### src/rtl/core/hsd_pkg.sv
// Shared types and constants of the Huffman stream decoder.
// No dependencies; imported by every module of the block.
package hsd_pkg;

  localparam int SYM_W        = 8;
  localparam int MAX_NODES    = 512;
  localparam int STACK_DEPTH  = 256;
  localparam int NODE_AW      = $clog2(MAX_NODES);
  localparam int NODE_CW      = $clog2(MAX_NODES + 1);
  localparam int STACK_AW     = $clog2(STACK_DEPTH);
  localparam int STACK_CW     = $clog2(STACK_DEPTH + 1);
  localparam int PEND_W       = 9;
  localparam int SBL_W        = 4;
  localparam int BIT_IDX_W    = $clog2(SYM_W);

  localparam logic [PEND_W-1:0]    PEND_MAX = '1;
  localparam logic [BIT_IDX_W-1:0] BIT_TOP  = BIT_IDX_W'(SYM_W - 1);

  typedef struct packed {
    logic [SYM_W-1:0] data_byte;
    logic             final_byte;
  } hsd_req_t;

  typedef struct packed {
    logic [SYM_W-1:0] symbol;
    logic             run_last;
    logic             message_end;
  } hsd_res_t;

  // One tree node as stored in the node memory.
  typedef struct packed {
    logic               leaf;
    logic [SYM_W-1:0]   sym;
    logic [NODE_AW-1:0] right;
    logic [NODE_AW-1:0] left;
  } node_t;

  // Open internal node on the build stack, with its left link once known.
  typedef struct packed {
    logic [NODE_AW-1:0] idx;
    logic [NODE_AW-1:0] left;
  } stk_t;

  typedef enum logic [2:0] {
    ST_IDLE,
    ST_BITS,
    ST_LINK,
    ST_CHECK,
    ST_FLUSH
  } hsd_state_e;

  typedef struct packed {
    logic                 load;
    logic                 bit_en;
    logic [BIT_IDX_W-1:0] bit_idx;
    logic                 link_en;
    logic                 check_en;
    logic                 flush_en;
  } hsd_cmd_t;

  typedef struct packed {
    logic need_link;
    logic stop;
  } hsd_sts_t;

endpackage

### src/rtl/core/hsd_ctrl.sv
// Sequencer of the Huffman stream decoder: one state per kind of cycle.
// Depends on hsd_pkg.
module hsd_ctrl (
  input  logic              clk_i,
  input  logic              rst_ni,
  input  logic              start,
  input  hsd_pkg::hsd_sts_t sts_i,
  output hsd_pkg::hsd_cmd_t cmd_o,
  output logic              busy_o
);
  import hsd_pkg::*;

  hsd_state_e           state_q, state_d;
  logic [BIT_IDX_W-1:0] bit_q, bit_d;
  logic                 last_q, last_d;
  logic                 stop_q, stop_d;

  always_ff @(posedge clk_i or negedge rst_ni) begin
    if (!rst_ni) begin
      state_q <= ST_IDLE;
      bit_q   <= '0;
      last_q  <= 1'b0;
      stop_q  <= 1'b0;
    end else begin
      state_q <= state_d;
      bit_q   <= bit_d;
      last_q  <= last_d;
      stop_q  <= stop_d;
    end
  end

  always_comb begin
    state_d = state_q;
    bit_d   = bit_q;
    last_d  = last_q;
    stop_d  = stop_q;
    cmd_o   = '0;
    cmd_o.bit_idx = bit_q;
    case (state_q)
      ST_IDLE: begin
        if (start) begin
          cmd_o.load = 1'b1;
          bit_d      = BIT_TOP;
          state_d    = ST_BITS;
        end
      end
      ST_BITS: begin
        cmd_o.bit_en = 1'b1;
        bit_d  = bit_q - 1'b1;
        last_d = (bit_q == '0);
        stop_d = sts_i.stop;
        if (sts_i.need_link) begin
          state_d = ST_LINK;
        end else if (sts_i.stop) begin
          state_d = ST_FLUSH;
        end else if (bit_q == '0) begin
          state_d = ST_CHECK;
        end
      end
      ST_LINK: begin
        cmd_o.link_en = 1'b1;
        if (stop_q) begin
          state_d = ST_FLUSH;
        end else if (last_q) begin
          state_d = ST_CHECK;
        end else begin
          state_d = ST_BITS;
        end
      end
      ST_CHECK: begin
        cmd_o.check_en = 1'b1;
        state_d = ST_FLUSH;
      end
      ST_FLUSH: begin
        cmd_o.flush_en = 1'b1;
        state_d = ST_IDLE;
      end
      default: begin
        state_d = ST_IDLE;
      end
    endcase
  end

  assign busy_o = (state_q != ST_IDLE);

endmodule

### config.mk
export PLATFORM = sky130hd
export DESIGN_NAME = hsd_ctrl
export DESIGN_NICKNAME = d
export VERILOG_FILES = /design/src/rtl/core/hsd_pkg.sv /design/src/rtl/core/hsd_ctrl.sv
export SDC_FILE = /design/constraint.sdc
export NUM_CORES = 1
export LEC_CHECK = 0
export ABC_CLOCK_PERIOD_IN_PS = 3300
export BUFFER_PORTS_ARGS = -buffer_cell sky130_fd_sc_hd__buf_4
export CAP_MARGIN = 0
export CORE_AREA = 3 3 40 42
export CTS_CLUSTER_SIZE = 40
export DETAILED_ROUTE_END_ITERATION = 8
export DIE_AREA = 0 0 43 45
export GPL_TIMING_DRIVEN = 0
export PLACE_DENSITY = 0.7
export SYNTH_ARGS = -nofsm -noshare
export SYNTH_HDL_FRONTEND = slang
export SYNTH_SLANG_ARGS = --single-unit
export TNS_END_PERCENT = 1
### constraint.sdc
create_clock -name clk_i -period 3.3 [get_ports clk_i]
set_input_delay 0.495 -clock clk_i [delete_from_list [all_inputs] [get_ports clk_i]]
set_output_delay 0.495 -clock clk_i [all_outputs]
set_load 0.005 [all_outputs]
==> summary.txt <==
Critical path
  – CP required: 2800 ps
  – Crit path max fanout: 10
  – CP Class: reg -> out
  – CP arrival: 1410 ps
  – CP Launch Type: register
  – Worst setup EP type: output port

Synth
  – Synthesized instance count: 43
  – Largest area contributor in the netlist: dfrtp_1
  – Synthesized Nets: 50
  – Sequential element share of the synthesized area: 41.67%
  – #FFs+latches synth: 8
  – Top FF cell, synth: dfrtp_1
  – Synth cell count leaders: dfrtp_1 (8), a21oi_1 (3), inv_1 (3), nor3_1 (3)
  – Largest family of logic cells by synthesized area: simple AND/OR/NAND/NOR gates
  – Unique masters post-synth: 24
  – Ys Warns: 0
  – EDFF count, synth: 0
  – Multiplexer share of the synthesized area: 4.688%
  – Post-synth top area share: 41.67%
  – Most common cell in the netlist: dfrtp_1
  – Area contributors post-synth: dfrtp_1 (42%), ha_1 (5.2%), nor4b_4 (4.9%)
  – Synth async-reset ratio: 100.0%
  – Synth Area in XOR/XNOR: 0%
  – Post-Syn Area: 480.5 um^2
  – Synth Area in Adders: 5.208%
  – Mean Syn Cell Area: 11.17 um^2
  – Post-synthesis simple-gate area fraction: 27.34%
  – Synth Area in Compound Gates: 12.50%

Place
  – Inst Count DP: 71
  – PortBufs: 13
  – Placer Congestion: 0.6902
  – DP HPWL: 696.5 um
  – DP Area: 596.8 um^2
  – Post-place setup slack: 1656 ps

Finish
  – Nets: 68
  – Multi-input gate area: 239.0 um^2
  – Final instance area: 619.3 um^2
  – Share of cells above drive strength 1: 42.37%
  – Final core occ: 48.20%
  – Filler cell count: 131
  – Layout Cells excl Fill: 74
  – Area growth, synth to finish: 28.91%
  – Seq. cell area: 200.2 um^2
  – Inserted Diodes: 0

Clocking
  – Deepest clock path buffer count: 2
  – Clock Sinks: 8
  – Clock slew at reported path FFs: 50 ps
  – Root Buffer: clkbuf_4
  – # resized after CTS: 0
  – CTS tree: yes
  – Setup bufs post-CTS: 0
  – Worst-skew pair later-pin latency: 250 ps
  – H-Tree Depth: 1
  – CTS Hold Bufs: 0
  – Total CTS buffers: 3

Timing
  – Max Transition Viols Final: 0
  – Final Worst Setup Slack: 1390 ps
  – Fmax: 523.6 MHz
  – Period utilization: 57.88%
  – Relative slew slack: 71.64%
  – Final min period: 1910 ps
  – Fin. Hold Viols: 0
  – Final setup vio count: 0
  – Least-Margin Pin Slew: 425.0 ps
  – Final Skew: 4.710 ps
  – Setup TNS: 0 ps
  – Final hold slack: 48.60 ps
  – RSZ-0062 raised after global routing: no

GRT
  – Busiest grt layer: met2
  – GRT met2 Usage: 19.46%
  – Vias in the first global route: 376
  – Initial antenna violation count: 0
  – GR Util met1: 11.55%
  – Gr usage total: 11.40%
  – First-pass GRT wire length: 1.600 mm
  – GRT Residual Overflow: 0
  – Largest net degree at the start of global routing: 11
  – GRT met3 Usage: 5.976%

Status
  – Status: completed

Floorplan
  – I/O pin count: 14
  – Effective utilization at floorplan: 37.39%
  – DIE AREA: 1935 um^2
  – Core Region: 1285 um^2
  – Height of the die: 45 um
  – Placement Rows: 13
  – Die X: 43 um

Power
  – Net Sw Power: 212.2 uW
  – P per Cell Area: 944.8 nW/um^2
  – Internal Power: 373.0 uW
  – Total power: 585.1 uW
  – Combinational share of power: 58.2%
  – Switching share of power: 36.26%
  – Static leakage: 0.3028 nW
  – Reg power frac: 29.4%
  – IR drop worst, VDD: 431.4 uV
  – Clock share of power: 12.4%

Drt
  – Average wire per standard cell: 12.59 um
  – Initial DRC count: 5
  – Avg Vias per Cell: 4.959
  – Vias: 367
  – Final ANT Viol Nets: 0
  – Residual DRC: 0
  – Final WL: 932 um
  – TritonRoute pass-1 iters: 2

Worst hold path
  – Min-Delay Path Class: in -> async

Flow run
  – MaxCap Viol Count: 0
## cell type report
| cell class | instances | area share, % |
|---|---|---|
| multi-input cells | 29 | 38.59 |
| flip-flops and latches | 8 | 32.32 |
| repair buffers | 13 | 15.76 |
| plain buffers | 3 | 4.848 |
| clock buffers | 3 | 3.636 |
| well taps | 15 | 3.030 |
| inverters | 3 | 1.818 |
## path summary, 6_finish.rpt
kind	start	endpoint	slack, ps	cells past startpoint
setup / recovery	state_q[1]	busy_o	1390	3
hold / removal	rst_ni	stop_q	50	1
setup reg to reg	state_q[2]	last_q	1870	3
hold reg to reg	bit_q[0]	bit_q[0]	510	1
max in group asynchronous	rst_ni	state_q[0]	3120	1
min in group clk_i	bit_q[0]	bit_q[0]	510	1
## logic make-up (layout without fill, tap and decap cells)
logic type                 count (synthesis)  in the layout
and+or+nand+nor                           16             16
DFF                                        8              8
buffers and inverters                      6             22
muxes                                      2              2
adders and majority gates                  2              2
AOI/OAI and AO/OA                          9              9
## power by group through the flow
stage	Clock (mW)	Sequential (mW)	Combinational, mW
2_1_floorplan	0	0.169	0.228
3_3_place_gp	0	0.171	0.336
3_5_place_dp	0	0.175	0.343
4_1_cts	0.0763	0.174	0.346
5_1_grt	0.0815	0.178	0.379
6_report	0.0724	0.172	0.341
## metal layers
layer	up-vias	share of wire, %
li1	188	-
met1	161	43
met2	16	45
met3	2	11
met4	0	0.43
met5	-	0
## state kept, by name, indices dropped and copies added (netlist names)
signal,flops
bit_q,3
state_q,3
last_q,1
stop_q,1
## worst max-delay path: stages, from the launching register on
cell,delay [ps]
dfrtp_1,400
buf_4,180
or3_2,440
buf_4,140
## cells in the final DEF, fill, tap and decap left out
master | netlist | routed
nand2_1 | 1 | 1
or2_1 | 1 | 1
o21a_1 | 1 | 1
mux2_2 | 2 | 2
nor3b_1 | 2 | 2
or3_2 | 1 | 1
nor3_1 | 3 | 3
a2bb2oi_1 | 2 | 2
a21oi_1 | 3 | 3
buf_4 | 1 | 14
nor4b_4 | 1 | 1
buf_6 | 2 | 2
a22oi_1 | 1 | 1
a211oi_1 | 1 | 1
nand2b_1 | 1 | 1
dfrtp_1 | 8 | 8
nor3b_4 | 1 | 1
inv_1 | 3 | 3
o21ai_0 | 1 | 1
nor2_1 | 1 | 1
nor2b_1 | 2 | 2
nor4b_1 | 1 | 1
and3b_2 | 1 | 1
clkbuf_4 | 0 | 3
ha_1 | 2 | 2
No activity file was read; power rests on OpenSTA's default activity.
